File: src/design/jsd_pkg.sv
// ----------------------------------------------------------------------------
// jsd_pkg: shared types and constants of the deadline scheduler
// Field widths, the default job store depth and the scheduler state type.
// ----------------------------------------------------------------------------
package jsd_pkg;

    localparam int MAX_JOBS_DEF = 256;

    localparam int DL_W    = 16;
    localparam int PR_W    = 16;
    localparam int DONE_W  = 9;
    localparam int TOTAL_W = 24;

    // Input word: deadline, then profit.
    localparam int S_DATA_W = 32;
    // Output word: jobs_done, total_profit, set_overflow, zero padded.
    localparam int M_DATA_W = 40;

    typedef enum logic [2:0] {
        ST_IDLE,
        ST_CLEAR,
        ST_SCAN_RD,
        ST_SCAN_CHK,
        ST_MARK,
        ST_SLOT_RD,
        ST_SLOT_CHK,
        ST_RESULT
    } sched_state_t;

    typedef struct packed {
        logic set_done;
        logic busy;
    } sched_status_t;

endpackage

File: src/design/jsd_ram.sv
// ----------------------------------------------------------------------------
// jsd_ram: generic simple dual-port RAM
// One write port, one read port with registered read data.
// ----------------------------------------------------------------------------
module jsd_ram #(
    parameter int WIDTH = 8,
    parameter int DEPTH = 16
) (
    input  logic                     aclk,
    input  logic                     we,
    input  logic [$clog2(DEPTH)-1:0] waddr,
    input  logic [WIDTH-1:0]         wdata,
    input  logic [$clog2(DEPTH)-1:0] raddr,
    output logic [WIDTH-1:0]         rdata
);

    logic [WIDTH-1:0] mem [DEPTH];
    logic [WIDTH-1:0] rdata_reg;

    always_ff @(posedge aclk) begin
        if (we) begin
            mem[waddr] <= wdata;
        end
        rdata_reg <= mem[raddr];
    end

    assign rdata = rdata_reg;

endmodule

File: src/design/jsd_back.sv
// ----------------------------------------------------------------------------
// jsd_back: greedy scheduler
// Clears the slot and used maps, then repeatedly picks the most profitable
// unused job and scans down from its bound for a free slot.
// ----------------------------------------------------------------------------
module jsd_back #(
    parameter int MAX_JOBS = jsd_pkg::MAX_JOBS_DEF
) (
    input  logic                                   aclk,
    input  logic                                   aresetn,
    input  logic                                   q_valid,
    input  logic [$clog2(MAX_JOBS+1):0]            q_dout,
    output logic                                   q_pop,
    output logic [$clog2(MAX_JOBS)-1:0]            st_raddr,
    input  logic [jsd_pkg::DL_W+jsd_pkg::PR_W-1:0] st_rdata,
    output logic                                   m_axis_tvalid,
    input  logic                                   m_axis_tready,
    output logic [jsd_pkg::M_DATA_W-1:0]           m_axis_tdata,
    output jsd_pkg::sched_status_t                 status
);

    localparam int IW = $clog2(MAX_JOBS);
    localparam int CW = $clog2(MAX_JOBS + 1);
    localparam int DL_W = jsd_pkg::DL_W;
    localparam int PR_W = jsd_pkg::PR_W;

    jsd_pkg::sched_state_t state_reg, state_next;

    logic [CW-1:0]               n_reg;
    logic                        ovf_reg;
    logic [IW-1:0]               k_reg;
    logic [IW-1:0]               best_idx_reg;
    logic [DL_W-1:0]             best_dl_reg;
    logic [PR_W-1:0]             best_pr_reg;
    logic                        found_reg;
    logic [IW-1:0]               s_reg;
    logic [jsd_pkg::DONE_W-1:0]  done_reg;
    logic [jsd_pkg::TOTAL_W-1:0] total_reg;
    logic                        m_valid_reg;
    logic [jsd_pkg::M_DATA_W-1:0] m_data_reg;

    logic            used_we, used_wdata, used_rdata;
    logic [IW-1:0]   used_waddr;
    logic            slot_we, slot_wdata, slot_rdata;
    logic [IW-1:0]   slot_waddr;

    logic            k_last, better, found_next, out_free, load_out;
    logic [DL_W-1:0] cur_dl, dl_m1, n_m1;
    logic [PR_W-1:0] cur_pr;
    logic [IW-1:0]   top;

    assign cur_dl = st_rdata[DL_W-1:0];
    assign cur_pr = st_rdata[DL_W+PR_W-1:DL_W];
    assign k_last = (k_reg == IW'(n_reg - CW'(1)));
    assign better = !used_rdata && (!found_reg || (cur_pr > best_pr_reg));
    assign found_next = found_reg || better;
    assign out_free = !m_valid_reg || m_axis_tready;

    // Latest usable slot: min(deadline - 1, n - 1).
    assign dl_m1 = best_dl_reg - DL_W'(1);
    assign n_m1  = DL_W'(n_reg - CW'(1));
    assign top   = (dl_m1 < n_m1) ? dl_m1[IW-1:0] : n_m1[IW-1:0];

    jsd_ram #(.WIDTH(1), .DEPTH(MAX_JOBS)) u_used (
        .aclk  (aclk),
        .we    (used_we),
        .waddr (used_waddr),
        .wdata (used_wdata),
        .raddr (k_reg),
        .rdata (used_rdata)
    );

    jsd_ram #(.WIDTH(1), .DEPTH(MAX_JOBS)) u_slot (
        .aclk  (aclk),
        .we    (slot_we),
        .waddr (slot_waddr),
        .wdata (slot_wdata),
        .raddr (s_reg),
        .rdata (slot_rdata)
    );

    always_comb begin
        state_next = state_reg;
        case (state_reg)
            jsd_pkg::ST_IDLE: begin
                if (q_valid) begin
                    state_next = (q_dout[CW-1:0] == '0) ? jsd_pkg::ST_RESULT
                                                        : jsd_pkg::ST_CLEAR;
                end
            end
            jsd_pkg::ST_CLEAR: begin
                if (k_last) begin
                    state_next = jsd_pkg::ST_SCAN_RD;
                end
            end
            jsd_pkg::ST_SCAN_RD: state_next = jsd_pkg::ST_SCAN_CHK;
            jsd_pkg::ST_SCAN_CHK: begin
                if (k_last) begin
                    state_next = found_next ? jsd_pkg::ST_MARK : jsd_pkg::ST_RESULT;
                end else begin
                    state_next = jsd_pkg::ST_SCAN_RD;
                end
            end
            jsd_pkg::ST_MARK: begin
                state_next = (best_dl_reg == '0) ? jsd_pkg::ST_SCAN_RD
                                                 : jsd_pkg::ST_SLOT_RD;
            end
            jsd_pkg::ST_SLOT_RD: state_next = jsd_pkg::ST_SLOT_CHK;
            jsd_pkg::ST_SLOT_CHK: begin
                if (!slot_rdata || (s_reg == '0)) begin
                    state_next = jsd_pkg::ST_SCAN_RD;
                end else begin
                    state_next = jsd_pkg::ST_SLOT_RD;
                end
            end
            jsd_pkg::ST_RESULT: begin
                if (out_free) begin
                    state_next = jsd_pkg::ST_IDLE;
                end
            end
            default: state_next = jsd_pkg::ST_IDLE;
        endcase
    end

    always_comb begin
        q_pop      = 1'b0;
        used_we    = 1'b0;
        used_waddr = k_reg;
        used_wdata = 1'b0;
        slot_we    = 1'b0;
        slot_waddr = k_reg;
        slot_wdata = 1'b0;
        load_out   = 1'b0;
        case (state_reg)
            jsd_pkg::ST_IDLE: q_pop = q_valid;
            jsd_pkg::ST_CLEAR: begin
                used_we = 1'b1;
                slot_we = 1'b1;
            end
            jsd_pkg::ST_MARK: begin
                used_we    = 1'b1;
                used_waddr = best_idx_reg;
                used_wdata = 1'b1;
            end
            jsd_pkg::ST_SLOT_CHK: begin
                slot_we    = !slot_rdata;
                slot_waddr = s_reg;
                slot_wdata = 1'b1;
            end
            jsd_pkg::ST_RESULT: load_out = out_free;
            default: begin
                q_pop = 1'b0;
            end
        endcase
    end

    assign st_raddr        = k_reg;
    assign status.set_done = load_out;
    assign status.busy     = (state_reg != jsd_pkg::ST_IDLE);
    assign m_axis_tvalid   = m_valid_reg;
    assign m_axis_tdata    = m_data_reg;

    always_ff @(posedge aclk) begin
        if (!aresetn) begin
            state_reg   <= jsd_pkg::ST_IDLE;
            m_valid_reg <= 1'b0;
        end else begin
            state_reg <= state_next;
            if (load_out) begin
                m_valid_reg <= 1'b1;
            end else if (m_axis_tready) begin
                m_valid_reg <= 1'b0;
            end
        end
    end

    always_ff @(posedge aclk) begin
        if (load_out) begin
            m_data_reg <= {{(jsd_pkg::M_DATA_W - jsd_pkg::DONE_W - jsd_pkg::TOTAL_W - 1){1'b0}},
                           ovf_reg, total_reg, done_reg};
        end
        case (state_reg)
            jsd_pkg::ST_IDLE: begin
                n_reg     <= q_dout[CW-1:0];
                ovf_reg   <= q_dout[CW];
                k_reg     <= '0;
                found_reg <= 1'b0;
                done_reg  <= '0;
                total_reg <= '0;
            end
            jsd_pkg::ST_CLEAR: begin
                k_reg <= k_last ? '0 : k_reg + IW'(1);
            end
            jsd_pkg::ST_SCAN_CHK: begin
                if (better) begin
                    best_idx_reg <= k_reg;
                    best_dl_reg  <= cur_dl;
                    best_pr_reg  <= cur_pr;
                end
                found_reg <= found_next;
                k_reg     <= k_last ? '0 : k_reg + IW'(1);
            end
            jsd_pkg::ST_MARK: begin
                found_reg <= 1'b0;
                s_reg     <= top;
            end
            jsd_pkg::ST_SLOT_CHK: begin
                if (!slot_rdata) begin
                    done_reg  <= done_reg + jsd_pkg::DONE_W'(1);
                    total_reg <= total_reg + jsd_pkg::TOTAL_W'(best_pr_reg);
                end else if (s_reg != '0) begin
                    s_reg <= s_reg - IW'(1);
                end
            end
            default: begin
                s_reg <= s_reg;
            end
        endcase
    end

endmodule

File: config.mk
export PLATFORM = sky130hd
export DESIGN_NAME = jsd_back
export DESIGN_NICKNAME = d
export VERILOG_FILES = /design/src/design/jsd_pkg.sv /design/src/design/jsd_ram.sv /design/src/design/jsd_back.sv
export SDC_FILE = /design/constraint.sdc
export NUM_CORES = 1
export LEC_CHECK = 0
export BUFFER_PORTS_ARGS = -buffer_cell sky130_fd_sc_hd__buf_4
export CORE_AREA = 2 2 262 264
export DETAILED_ROUTE_END_ITERATION = 10
export DIE_AREA = 0 0 264 266
export PLACE_DENSITY = 0.61
export REMOVE_ABC_BUFFERS = 1
export SYNTH_ARGS = -nofsm -noshare
export SYNTH_HDL_FRONTEND = slang
export SYNTH_SLANG_ARGS = --single-unit
File: constraint.sdc
create_clock -name aclk -period 10.13 [get_ports aclk]
set_clock_uncertainty 0.05 [all_clocks]
set_input_delay 1.5195 -clock aclk [delete_from_list [all_inputs] [get_ports aclk]]
set_output_delay 1.5195 -clock aclk [all_outputs]
set_load 0.1 [all_outputs]
After elaboration in Yosys (flattened, before gate mapping). Memory sizes are Yosys's and may differ from the RTL's. A register that Yosys moved wholly into a read port is not among the register bits. Index checks and enable logic that the tools add are counted.

Output and inout port bits: 52. Input port bits: 46. Memories: 2. Word-level logic and storage cells: 99. RAM bits: 512. Register bits after elaboration: 138.

Memories: u_slot.mem (depth 256, bits a word 1, read ports 1, clocked after memory_dff 1, wr ports 1, RTL line jsd_ram.sv:17) `logic [WIDTH-1:0] mem [DEPTH];`; u_used.mem (depth 256, bits a word 1, read ports 1, clocked after memory_dff 1, wr ports 1, RTL line jsd_ram.sv:17).

$lt $le $gt $ge: 2. Equal/unequal tests: 14. Mux-type cells: 34. Reduce and logical (&&, ||, !) cells: 27. Add/sub/neg operators: 7.

Operators with widths (number): 8-bit two-way mux (6); 24-bit case mux with 2 select lines (1); 8-bit case mux with 2 select lines (2); 24-bit by 16-bit adder with 24-bit output (1); 24-bit two-way mux (1); 3-bit case mux with 8 select lines (1); 3-bit two-way mux (7); 9-bit case mux with 2 select lines (1); 16-bit > comparator (1); 16-bit logical NOT (1); 16-bit < comparator (1); 16-bit by 1-bit subtractor with 16-bit output, second input constant (1); 8-bit by 1-bit subtractor with 8-bit output, second input constant (2); 3-bit == test, second input constant (4); 1-bit two-way mux (11); 2-bit inequality test, second input constant (5); 2-bit nonzero test (5); 9-bit by 1-bit subtractor with 10-bit output, second input constant (1); 9-bit by 1-bit adder with 9-bit output, second input constant (1); 9-bit logical NOT (1); 9-bit two-way mux (1); 8-bit by 1-bit adder with 8-bit output, second input constant (1); 8-bit == test (1); 8-bit logical NOT (1); other kinds (14) (26).

Longest topological paths before layout. Gate-level depths: netlist (run 1).

Depth after elaboration: 7. Gate-level depth with buffers: 14. Gate-level depth less buffers: 14.

By module. From an unflattened synthesis (run 1), not the netlist that was laid out.

Cell total of the unflattened synthesis: 2238. Area total of the unflattened synthesis: 29886.2 um^2.

Modules (own cells, without submodules): jsd_ram (seq. area each 7707.4 um^2, times used 2, area an instance 11128.2 um^2, cells an instance 788); jsd_back (seq. area each 4103.9 um^2, times used 1, area an instance 7629.8 um^2, cells an instance 662).

Worst setup path before layout (run 1). OpenSTA, ideal clock, no wires.

Kind: register to register. Start point: register state_reg[2]. End point: memory u_slot.mem[0] (data pin). Cell stages (with the launch flop): 6. Path buffers: 2. Arrival: 5022 ps. Clock period less this slack: 6115 ps. Library setup time: 1043 ps. Slack: 4015 ps. Required time: 9037 ps. Cell sequence: dfxtp_1 and2b_1 nand2_1 inv_1 clkbuf_1 buf_1.

Longest elaborated chain between the ends: 2.

RTL lines: from (decl) (RTL line jsd_back.sv:27) `jsd_pkg::sched_state_t state_reg, state_next;`; from (signal assigned) (RTL line jsd_back.sv:165) `state_reg <= jsd_pkg::ST_IDLE;`; from (signal assigned) (RTL line jsd_back.sv:168) `state_reg <= state_next;`; 3-bit == test (RTL line jsd_back.sv:134) `case (state_reg)`; 1-bit two-way mux (RTL line jsd_back.sv:134); net slot_wdata (RTL line jsd_back.sv:44) `logic slot_we, slot_wdata, slot_rdata;`; to (decl) (RTL line jsd_ram.sv:17).

The timed path passes the listed nets, and every way through them passes these cells.

Final worst setup path (run 1).
Start point: register best_dl_reg[2]. End point: register s_reg[6] (data pin).

Longest elaborated chain between the ends: 4.

RTL lines: from (decl) (RTL line jsd_back.sv:33) `logic [DL_W-1:0] best_dl_reg;`; from (signal assigned) (RTL line jsd_back.sv:197) `best_dl_reg <= cur_dl;`; 16-bit by 1-bit subtractor with 16-bit output (*) (RTL line jsd_back.sv:60) `assign dl_m1 = best_dl_reg - DL_W'(1);`; 16-bit < comparator (RTL line jsd_back.sv:62) `assign top = (dl_m1 < n_m1) ? dl_m1[IW-1:0] : n_m1[IW-1:0];`; 8-bit two-way mux (*) (RTL line jsd_back.sv:62); 8-bit case mux with 2 select lines (*) (RTL line jsd_back.sv:182) `case (state_reg)`; to (signal assigned) (RTL line jsd_back.sv:205) `s_reg <= top;`; to (signal assigned) (RTL line jsd_back.sv:212) `s_reg <= s_reg - IW'(1);`; to (signal assigned) (RTL line jsd_back.sv:216) `s_reg <= s_reg;`; to (decl) (RTL line jsd_back.sv:36) `logic [IW-1:0] s_reg;`.

Mark *: on every way between the ends. The rest lies on a longest branch, timed or not. A chain may end at the register's enable or synchronous reset.

==> results of run 1 <==
placed cells by master, fill, tap and decap left out, types with 10 or more instances in the layout:
| cell | instances |
|---|---|
| nor3_1 | 32 |
| mux2_2 | 11 |
| clkbuf_1 | 21 |
| mux2i_1 | 49 |
| o21a_1 | 10 |
| inv_1 | 44 |
| nor2_1 | 584 |
| o211ai_1 | 11 |
| nand2b_1 | 12 |
| clkbuf_16 | 71 |
| mux4_2 | 118 |
| nand3b_1 | 15 |
| xor2_1 | 32 |
| a21oi_1 | 40 |
| ha_1 | 54 |
| nand3_1 | 41 |
| o21ai_1 | 21 |
| nand2_1 | 129 |
| clkinv_1 | 14 |
| edfxtp_1 | 646 |
| o21ai_0 | 33 |
| buf_4 | 110 |
| xnor2_1 | 30 |
worst paths after layout:
kind	end	cells after the start	slack (ns)	from
worst max-delay path	s_reg[6]$_DFFE_PP_	12	5.66	best_dl_reg[2]$_DFFE_PP_
worst min-delay path	m_axis_tdata[20]$_DFFE_PP_	0	0.41	total_reg[11]$_SDFFCE_PN0P_
worst max register to register	s_reg[6]$_DFFE_PP_	12	5.66	best_dl_reg[2]$_DFFE_PP_
worst min register to register	m_axis_tdata[20]$_DFFE_PP_	0	0.41	total_reg[11]$_SDFFCE_PN0P_
kinds of logic (layout without fill, tap and decap cells):
| family | count (synthesis) | count (layout) | synth area share (%) |
|---|---|---|---|
| xor+xnor | 62 | 62 | 1.81 |
| compound gates | 214 | 214 | 4.75 |
| flops | 652 | 652 | 64.9 |
| fa+ha+maj | 55 | 55 | 2.31 |
| buf+inv | 198 | 278 | 3.12 |
| other cells | 1 | 6 | 0.0125 |
| mux | 178 | 178 | 10.9 |
| simple gates | 874 | 874 | 12.2 |
metal layers:
layer  routed length [microns]  part of all wire, %  GRT usage (%)  up-vias
li1                          -                    -              -     8297
met1                     30400                   41           28.0     9399
met2                     36000                   49           35.4      639
met3                      4990                  6.8           3.73      129
met4                      1990                  2.7           6.71        0
met5                         0                    0              0        -
critical path, stage by stage (launching register included):
cell and delay [ns]:
edfxtp_1 0.47, nor4_2 0.64, nand3_1 0.32, nor4_1 0.31, xor2_1 0.18, ha_1 0.27
a21o_1 0.16, a21o_1 0.16, a21oi_1 0.61, nand2_1 0.10, a31oi_1 0.54, mux2i_1 0.29
o21ai_1 0.08
cell usage after synthesis, drive strengths merged (10+ instances only):
master | instances | share of area (%)
nand3 | 41 | 0.68
mux4 | 118 | 8.8
edfxtp | 646 | 65
inv | 48 | 0.60
o21ai | 55 | 0.92
mux2 | 11 | 0.41
o21a | 11 | 0.27
buf | 57 | 1.4
nor2 | 585 | 7.3
a21oi | 40 | 0.67
nor2b | 10 | 0.21
nor3 | 34 | 0.60
nand2 | 131 | 1.6
xnor2 | 30 | 0.87
mux2i | 49 | 1.6
nand2b | 12 | 0.25
xor2 | 32 | 0.93
clkbuf | 91 | 1.1
nand3b | 15 | 0.37
o211ai | 11 | 0.27
ha | 54 | 2.2
area by class of cell:
class                      count  area [sq um]  share of cell area, %
clock inverter                25           244                  0.730
sequential                   652         19500                   58.4
clock buffer                  93          1870                   5.60
tap                          882          1100                   3.30
timing repair buffer         110           826                   2.47
inverter                      50           198                  0.592
multi-input combinational   1389          9640                   28.9
stage by stage:
step	std cells	area (sq um)	power (mW)	utilization (%)
detailed placement	3083	31300	6.14	46.2
floorplan	2091	29300	5.39	-
finish	3201	33400	8.52	49.3
global placement	3083	31300	6.09	46.2
CTS	3201	33400	8.56	49.3
global route	3201	33400	8.89	49.3
power breakdown:
part	switching (mW)	leakage, nW	internal (mW)
registers	0.186	5.96	3.37
clock network	1.03	1.02	1.40
logic	1.72	3.56	0.811
total	2.94	10.5	5.58
==> reports/qor.csv, run 1 <==
metric;value;unit
hold_buffers;0;
postRouteAntennaNets;0;
start_util;44.4;%
viasPerCell;5.77;
via_count;18464;
ys_ff_latch;652;
min_period;4.47;ns
coreArea;0.0677;sq mm
netlist_area;0.0301;sq mm
n_antenna_cell;0;
drv_slew;0;
dp_hpwl;43.4;mm
ys_warn_count;0;
first_pass_iters;5;
fin_crit_sh;44.1;%
io_pins;98;
hold_viol_final;0;
grt_pass1_vias;18874;
rows;96;
drt_wl_total;73.4;mm
drive_above_1_share;14.9;%
drtIter0Drc;2061;
cp.arrival;4.74;ns
critPathCaptureType;flop;
setup.worst_path.start_class;flop;
rsz0062_at_grt;false;
fin_nets;2374;
path_clk_slew;0.06;ns
grt_overflow;0;
htreeDepth;3;
synth_edf_count;646;
relSlewSlack;9.90;%
max_cap_viol_count;0;
gp_congestion;0.843;
fmax;224;MHz
yosysSeqAreaShare;64.9;%
drc;0;
die_area;0.0702;sq mm
async_reset_ff_share;0;%
cts_root_buf;clkbuf_16;
worstSetupPathType;reg -> reg;
dieHeight;266;microns
area_growth;11.1;%
p_leak;10.5;nW
die_w;264;microns
worstSkewPairLatency;0.61;ns
worstMarginPinSlew;1.34;ns
wl_per_cell;22.9;microns
nFillCells;5964;
cp_data_required_time;10.40;ns
grt_usage;21.1;%
finalSetupViolCount;0;
cts_buffers;70;
port-buffer-count;91;
grt_max_degree;149;
ctsResizeCount;0;
crit_path_max_fanout;11;
syn_area_per_cell;13.5;sq um
status;completed;
powerDensity;255;mW/mm^2
setup_tns;0;ns
grt_pass1_wl;112;mm
clockBufferDepth;3;
hold_slack;0.412;ns
grt_antenna_before_repair;0;
hp-class;reg -> reg;
dp_slack;5.70;ns
cts.sinks;652;
syn_inst;2234;
cts_setup_buffers;0;
cts_tree;yes;
fin_ws;5.66;ns
ys.flop_type;edfxtp_1;
yosys.cell_types.count;76;
ir_worst_vdd;0.000210;V
No activity file was read; power rests on OpenSTA's default activity.
==> inputs of run 2 (changes only) <==
--- a/config.mk
+++ b/config.mk
@@ -5,11 +5,12 @@
 export SDC_FILE = /design/constraint.sdc
 export NUM_CORES = 1
 export LEC_CHECK = 0
+export ABC_AREA = 1
 export BUFFER_PORTS_ARGS = -buffer_cell sky130_fd_sc_hd__buf_4
-export CORE_AREA = 2 2 262 264
+export CORE_AREA = 2 2 266 268
 export DETAILED_ROUTE_END_ITERATION = 10
-export DIE_AREA = 0 0 264 266
-export PLACE_DENSITY = 0.61
+export DIE_AREA = 0 0 268 270
+export PLACE_DENSITY = 0.63
 export REMOVE_ABC_BUFFERS = 1
 export SYNTH_ARGS = -nofsm -noshare
 export SYNTH_HDL_FRONTEND = slang
==> constraint.sdc (replaced) <==
create_clock -name aclk -period 3.8 [get_ports aclk]
set_clock_uncertainty 0.05 [all_clocks]
set_input_delay 0.57 -clock aclk [delete_from_list [all_inputs] [get_ports aclk]]
set_output_delay 0.57 -clock aclk [all_outputs]
set_load 0.1 [all_outputs]
==> run 2 against run 1 <==
Compared with the run above:
- critical path depth is 4 higher
- critical path type unchanged
- register-to-register slack worse by 5.2 ns
- wire length is 9.4% higher
- sequential power grew to 2.6 times the previous value
==> reports/qor.csv, run 2 <==
metric;value;unit;change
synth_edf_count;646;;unchanged
grt_antenna_before_repair;0;;unchanged
rr_startpoint;best_dl_reg[2]$_DFFE_PP_;;
drive_above_1_share;9.43;%;-5.4 points
async_reset_ff_share;0;%;unchanged
drv_slew;0;;unchanged
worstSkewPairLatency;0.63;ns;+0.02 ns
relSlewSlack;14.8;%;+4.9 points
seq_power_share;38.5;%;-3.3 points
grtUsageMet2;34.6;%;-0.77 points
drt_wl_total;80.3;mm;+9.4%
worstHoldStart;st_rdata[31];;
coreArea;0.0695;sq mm;+2.7%
fin_crit_sh;87.9;%;+44 points
die_w;268;microns;+1.5%
dieHeight;270;microns;+1.5%
n_antenna_cell;0;;unchanged
grt_overflow;0;;unchanged
htreeDepth;3;;unchanged
start_util;44.8;%;+0.37 points
via_count;23022;;+25%
dp_hpwl;46.4;mm;+7.0%
fin_nets;3401;;+43%
p_clk_share;28.4;%;about the same
hp-class;in -> reg;;
regArea;0.0195;sq mm;unchanged
status;completed;;
critPathCaptureType;flop;;
synthTopCellsByArea;edfxtp_1, nor2_1, nand2_1;;
ys_warn_count;0;;unchanged
powerDensity;686;mW/mm^2;+170%
syn_area_per_cell;9.61;sq um;-29%
rsz0062_at_grt;false;;
p_switching;9.31;mW;+220%
first_pass_iters;6;;+1
setup.worst_path.start;best_dl_reg[2]$_DFFE_PP_;;
utilization;50.6;%;+1.3 points
cp.arrival;3.64;ns;-1.10 ns
io_pins;98;;unchanged
drtIter0Drc;2261;;+9.7%
cts_tree;yes;;
nFillCells;6408;;+7.4%
synth_most_common_cell;nor2_1;;
postRouteAntennaNets;0;;unchanged
cp_data_required_time;4.10;ns;-6.30 ns
yosysSeqAreaShare;62.7;%;-2.2 points
viasPerCell;5.37;;-7.0%
min_period;3.34;ns;-1.13 ns
synth_commonest_cells;nor2_1, nand2_1, edfxtp_1;;
area_growth;13.1;%;
port-buffer-count;91;;unchanged
die_area;0.0724;sq mm;+3.0%
crit_path_max_fanout;11;;unchanged
wl_per_cell;18.7;microns;-18%
dp_slack;0.458;ns;-5.24 ns
gr-usage-met1;31.2;%;+3.2 points
intPower;14.8;mW;+170%
grt_max_degree;272;;+83%
busiest_layer;met2;;
p_leak;12.8;nW;+21%
ys_ff_latch;652;;unchanged
gp_congestion;0.874;;+3.6%
combPwrFrac;33.1;%;+3.3 points
fmax;299;MHz;+34%
cts_root_buf;clkbuf_16;;
final_common_cell;nor2_1;;
grt_usage;22.1;%;+1.0 points
gr-usage-met3;3.41;%;-0.32 points
hold_buffers;0;;unchanged
yosys.cell_types.count;45;;-41%
cts_setup_buffers;0;;unchanged
netlist_area;0.0311;sq mm;+3.5%
ctsResizeCount;0;;unchanged
fin_ws;0.458;ns;-5.20 ns
syn_inst;3239;;+45%
synth_top_cell_by_area;edfxtp_1;;
final_cell_mix;nor2_1, nand2_1, edfxtp_1, nand3_1, buf_4;;
path_clk_slew;0.06;ns;about the same
switching_share;38.6;%;+4.1 points
drc;0;;unchanged
multi_input_area;0.0102;sq mm;+6.2%
hold_viol_final;0;;unchanged
cts_buffers;73;;+4.3%
max_cap_viol_count;0;;unchanged
yosys.area.top_type_share;62.3;%;-2.2 points
grt_pass1_wl;123;mm;+10%
finalSetupViolCount;0;;unchanged
setup.worst_path.start_class;flop;;
worstMarginPinSlew;1.28;ns;-0.0594 ns
ir_worst_vdd;0.000749;V;+260%
worstSetupPathType;reg -> reg;;
clockBufferDepth;3;;unchanged
ys.flop_type;edfxtp_1;;
grt_pass1_vias;21900;;+16%
rows;97;;+1.0%
cts.sinks;652;;unchanged
-- run 2: cell types whose count changed in the layout (fill, tap and decap cells not counted), moves of 43 or more --
| cell | delta |
|---|---|
| buf_4 | +46 |
| nand3_1 | +302 |
| nor2_1 | +202 |
| o21ai_0 | +119 |
| inv_1 | +107 |
| mux4_2 | -118 |
| nand2_1 | +527 |
| mux2i_1 | -49 |
| a21oi_1 | +43 |
-- run 2: routing by layer --
metal,wire length (microns),vias to the layer above
li1,-,11021
met1,35100,11036
met3,5610,152
met2,37200,813
met4,2390,0
met5,0,-
-- run 2: kinds of logic after synthesis --
group           after synthesis  share of synthesized area (%)
compound gates              281                           4.93
fa+ha+maj                    55                           2.24
xor+xnor                     24                          0.720
other cells                   1                         0.0120
flops                       652                           62.7
buf+inv                     347                           4.55
simple gates               1879                           24.8
-- run 2: cell type report --
class	instances	area share (%)
flip-flops and latches	652	55.5
repair buffers	165	3.84
clock buffers	92	5.51
well taps	940	3.34
inverters	163	1.75
multi-input cells	2245	29.1
clock inverters	34	0.967
-- run 2: critical path: stages, from the launching register on --
cell      delay (ns)
edfxtp_1        0.44
nor2_1          0.13
nand2_1         0.08
nor3_1          0.31
nand3_1         0.17
nor2_1          0.15
nand2_1         0.10
nor4_1          0.24
xor2_1          0.12
ha_1            0.33
nand4_1         0.13
nor3_1          0.15
o21ai_0         0.14
nand2_1         0.28
nand2_1         0.09
nand3_1         0.09
o21ai_0         0.08
-- run 2: worst paths after layout --
path                                 to  slack (ns)  cells after the start
max reg2reg          s_reg[1]$_DFFE_PP_        0.46                     16
min reg2reg  m_axis_tdata[33]$_DFFE_PP_        0.39                      0
max                  s_reg[1]$_DFFE_PP_        0.46                     16
min           best_pr_reg[15]$_DFFE_PP_        0.08                      1
-- run 2: metrics by stage --
stage	area [sq um]	total power, mW	hold slack, ns	std cells	setup TNS, ns
3_5_place_dp	32900	17.4	0.363	4165	0
4_1_cts	35200	24.2	0.0416	4291	0
3_3_place_gp	32900	17.3	0.356	4165	0
2_1_floorplan	30300	14.6	0.350	3060	-3879.57
5_1_grt	35200	25.4	0.0563	4291	0
6_report	35200	24.1	0.0762	4291	0
-- run 2: power by group through the flow --
stage,Clock (mW),Sequential (mW),Combinational [mW]
finish,6.85,9.30,7.98
global route,7.23,9.34,8.80
CTS,6.97,9.28,7.96
detailed placement,0,9.43,7.93
global placement,0,9.42,7.89
floorplan,0,10.0,4.63
==> inputs of run 3 (changes only) <==
--- a/config.mk
+++ b/config.mk
@@ -7,11 +7,12 @@
 export LEC_CHECK = 0
 export ABC_AREA = 1
 export BUFFER_PORTS_ARGS = -buffer_cell sky130_fd_sc_hd__buf_4
-export CORE_AREA = 2 2 266 268
+export CORE_AREA = 2 2 267 269
 export DETAILED_ROUTE_END_ITERATION = 10
-export DIE_AREA = 0 0 268 270
+export DIE_AREA = 0 0 269 271
 export PLACE_DENSITY = 0.63
 export REMOVE_ABC_BUFFERS = 1
 export SYNTH_ARGS = -nofsm -noshare
 export SYNTH_HDL_FRONTEND = slang
+export SYNTH_HIERARCHICAL = 1
 export SYNTH_SLANG_ARGS = --single-unit
==> run 3 against run 2 <==
Compared with the run above:
- worst setup slack worse by 0.022 ns
- flip-flop and latch count unchanged
- non-clock buffer count down 16
- maximum frequency down 0.66%
- sequential share of layout area up 0.82 points
- wire length down 1.0%
- design area down 1.5%
- synthesized cell count down 1.4%
- core utilization down 0.91 points
==> reports/qor.csv, run 3 <==
metric;value;unit;change
status;completed;;
hold_buffers;0;;unchanged
final_cell_mix;nand2_1, edfxtp_1, nor2_1, nand3_1, buf_4;;
place_inst;4101;;-1.5%
fin_crit_sh;88.5;%;+0.58 points
reg2reg_slack;0.44;ns;-0.02 ns
critical_path.slowest_cell;o21ai_0;;
htreeDepth;3;;unchanged
fmax;297;MHz;-0.66%
grt_antenna_before_repair;0;;unchanged
cts_buffers;71;;-2.7%
dp_hpwl;46.3;mm;-0.22%
setup.worst_path.start;state_reg[1]$_SDFFE_PN0P_;;
min_period;3.36;ns;+0.0221 ns
synth_commonest_cells;nand2_1, edfxtp_1, nor2_1;;
powerDensity;696;mW/mm^2;+1.5%
grt_max_degree;257;;-5.5%
intPower;14.6;mW;-1.2%
syn_area_per_cell;9.78;sq um;+1.8%
grt_overflow;0;;unchanged
cts_root_buf;clkbuf_16;;
coreArea;0.0698;sq mm;+0.35%
ir_worst_vdd;0.000577;V;-23%
async_reset_ff_share;0;%;unchanged
drive_above_1_share;8.44;%;-0.99 points
cp.arrival;3.62;ns;-0.02 ns
crit_path_max_fanout;16;;+5
cts.sinks;652;;unchanged
dieHeight;271;microns;+0.37%
clockBufferDepth;3;;unchanged
ff2ff_path_depth;8;;-8
seq_power_share;38.7;%;+0.2 points
netlist_area;0.0312;sq mm;+0.31%
synth_edf_count;646;;unchanged
rsz0062_at_grt;false;;
switching_share;39.3;%;+0.76 points
critPathCaptureType;flop;;
via_count;22708;;-1.4%
start_util;44.7;%;about the same
die_w;269;microns;+0.37%
synth_top_cell_by_area;edfxtp_1;;
yosysSeqAreaShare;62.5;%;-0.19 points
grt_pass1_vias;21458;;-2.0%
placed_cell_area;0.0325;sq mm;-1.2%
cts_setup_buffers;0;;unchanged
grt_pass1_wl;123;mm;-0.63%
final_common_cell;nand2_1;;
synthTopCellsByArea;edfxtp_1, nand2_1, nand3_1;;
drt_wl_total;79.5;mm;-1.0%
n_antenna_cell;0;;unchanged
ys.flop_type;edfxtp_1;;
grt_usage;21.8;%;-0.31 points
wl_per_cell;18.8;microns;+0.59%
hp-class;in -> reg;;
finalPower;24.1;mW;about the same
drv_slew;0;;unchanged
crit_path_end;u_slot/mem[137]$_DFFE_PP_;;
cts_tree;yes;;
port-buffer-count;91;;unchanged
rr_startpoint;state_reg[1]$_SDFFE_PN0P_;;
path_cells;inv_1 -> nor3_2 -> inv_2 -> o21ai_0 -> nand2_1 -> nor2_1 -> nand2_1 -> nor2_1;;
fin_nets;3335;;-1.9%
multi_input_area;0.0101;sq mm;-1.9%
worstSetupPathType;reg -> reg;;
drtIter0Drc;2366;;+4.6%
cp_data_required_time;4.06;ns;-0.04 ns
area_growth;11.1;%;
ys_ff_latch;652;;unchanged
gp_congestion;0.899;;+2.9%
relSlewSlack;14.7;%;-0.10 points
setup_tns;0;ns;unchanged
worstSkewPairLatency;0.62;ns;about the same
path_clk_slew;0.06;ns;about the same
ctsResizeCount;0;;unchanged
die_area;0.0729;sq mm;+0.74%
hold_viol_final;0;;unchanged
nFillCells;6485;;+1.2%
viasPerCell;5.38;;+0.22%
rows;97;;unchanged
slowest_delay;0.97;ns;+0.53 ns
yosys.area.top_type_share;62.1;%;-0.19 points
finalSetupViolCount;0;;unchanged
yosys.cell_types.count;47;;+4.4%
combPwrFrac;34.0;%;+0.9 points
p_leak;12.5;nW;-2.3%
ys_warn_count;6;;+6
setup.worst_path.start_class;flop;;
hold_depth;1;;unchanged
postRouteAntennaNets;0;;unchanged
drc;0;;unchanged
first_pass_iters;5;;-1
max_cap_viol_count;0;;unchanged
synth_most_common_cell;nand2_1;;
final_cells;4223;;-1.6%
p_clk_share;27.3;%;-1.1 points
io_pins;98;;unchanged
syn_inst;3193;;-1.4%
final_area;0.0347;sq mm;-1.5%
r2r-end;u_slot/mem[137]$_DFFE_PP_;;
p_switching;9.50;mW;+2.0%
regArea;0.0195;sq mm;unchanged
worstMarginPinSlew;1.27;ns;-0.0118 ns
hold_slack;0.0717;ns;-0.00448 ns
## run 3: cell count changes in the layout (fill, tap and decap cells not counted), moves of 10 or more
cell / previous run / this run
a21oi_1: 83 / 59
nand3_1: 343 / 548
nand2_1: 656 / 748
buf_4: 156 / 143
o21ai_0: 152 / 59
nor2_1: 786 / 618
o211ai_1: 13 / 0
inv_1: 151 / 141
## run 3: cells by family after synthesis
kind of cell / synth area share, %
buffers and inverters: 5.47
xor gates and xnor gates: 0.561
and+or+nand+nor: 26.7
adders and majority gates: 2.23
AOI/OAI and AO/OA: 2.47
DFF: 62.5
other: 0.0120
## run 3: worst min-delay path by stage
| stage | slack (ns) | end | startpoint |
|---|---|---|---|
| floorplan | 0.35 | m_axis_tdata[33]$_DFFE_PP_ | ovf_reg$_DFFE_PP_ |
| global placement | 0.38 | m_axis_tdata[16]$_DFFE_PP_ | total_reg[7]$_SDFFCE_PN0P_ |
| detailed placement | 0.37 | m_axis_tdata[33]$_DFFE_PP_ | ovf_reg$_DFFE_PP_ |
| CTS | 0.05 | best_dl_reg[10]$_DFFE_PP_ | st_rdata[10] |
| global route | 0.06 | best_dl_reg[10]$_DFFE_PP_ | st_rdata[10] |
| finish | 0.07 | best_dl_reg[10]$_DFFE_PP_ | st_rdata[10] |
## run 3: stage by stage
step,util [%],setup slack [ns]
after floorplan,-,-14.18
after global placement,46.6,0.589
after detailed placement,46.6,0.499
after CTS,49.7,0.471
after global routing,49.7,0.0533
final,49.7,0.436
## run 3: layout make-up
type,count,area share [%]
clock buffers,97,5.53
flip-flops and latches,652,56.3
well taps,940,3.39
inverters,149,1.63
multi-input cells,2211,29.0
clock inverters,25,0.722
repair buffers,149,3.44
## run 3: power groups by stage
stage               Clock, mW  Combinational (mW)  Sequential, mW
CTS                      6.71                8.18            9.34
detailed placement          0                8.14            9.49
global placement            0                8.09            9.48
global route             6.99                9.03            9.40
finish                   6.59                8.21            9.35
floorplan                   0                4.79            10.2
## run 3: worst max-delay path: cells and delay by family (launching register included)
| family | cells | cell delay (ns) |
|---|---|---|
| buffers and inverters | 2 | 0.17 |
| and+or+nand+nor | 5 | 1.49 |
| AOI/OAI and AO/OA | 1 | 0.97 |
| DFF | 1 | 0.38 |
## run 3: metal layers
layer / up-vias / wire length [microns] / global-route usage (%)
met1: 10981 / 34500 / 29.9
met5: - / 0 / 0
met3: 133 / 5110 / 3.25
li1: 10904 / - / -
met4: 0 / 1880 / 6.96
met2: 690 / 38000 / 35.5
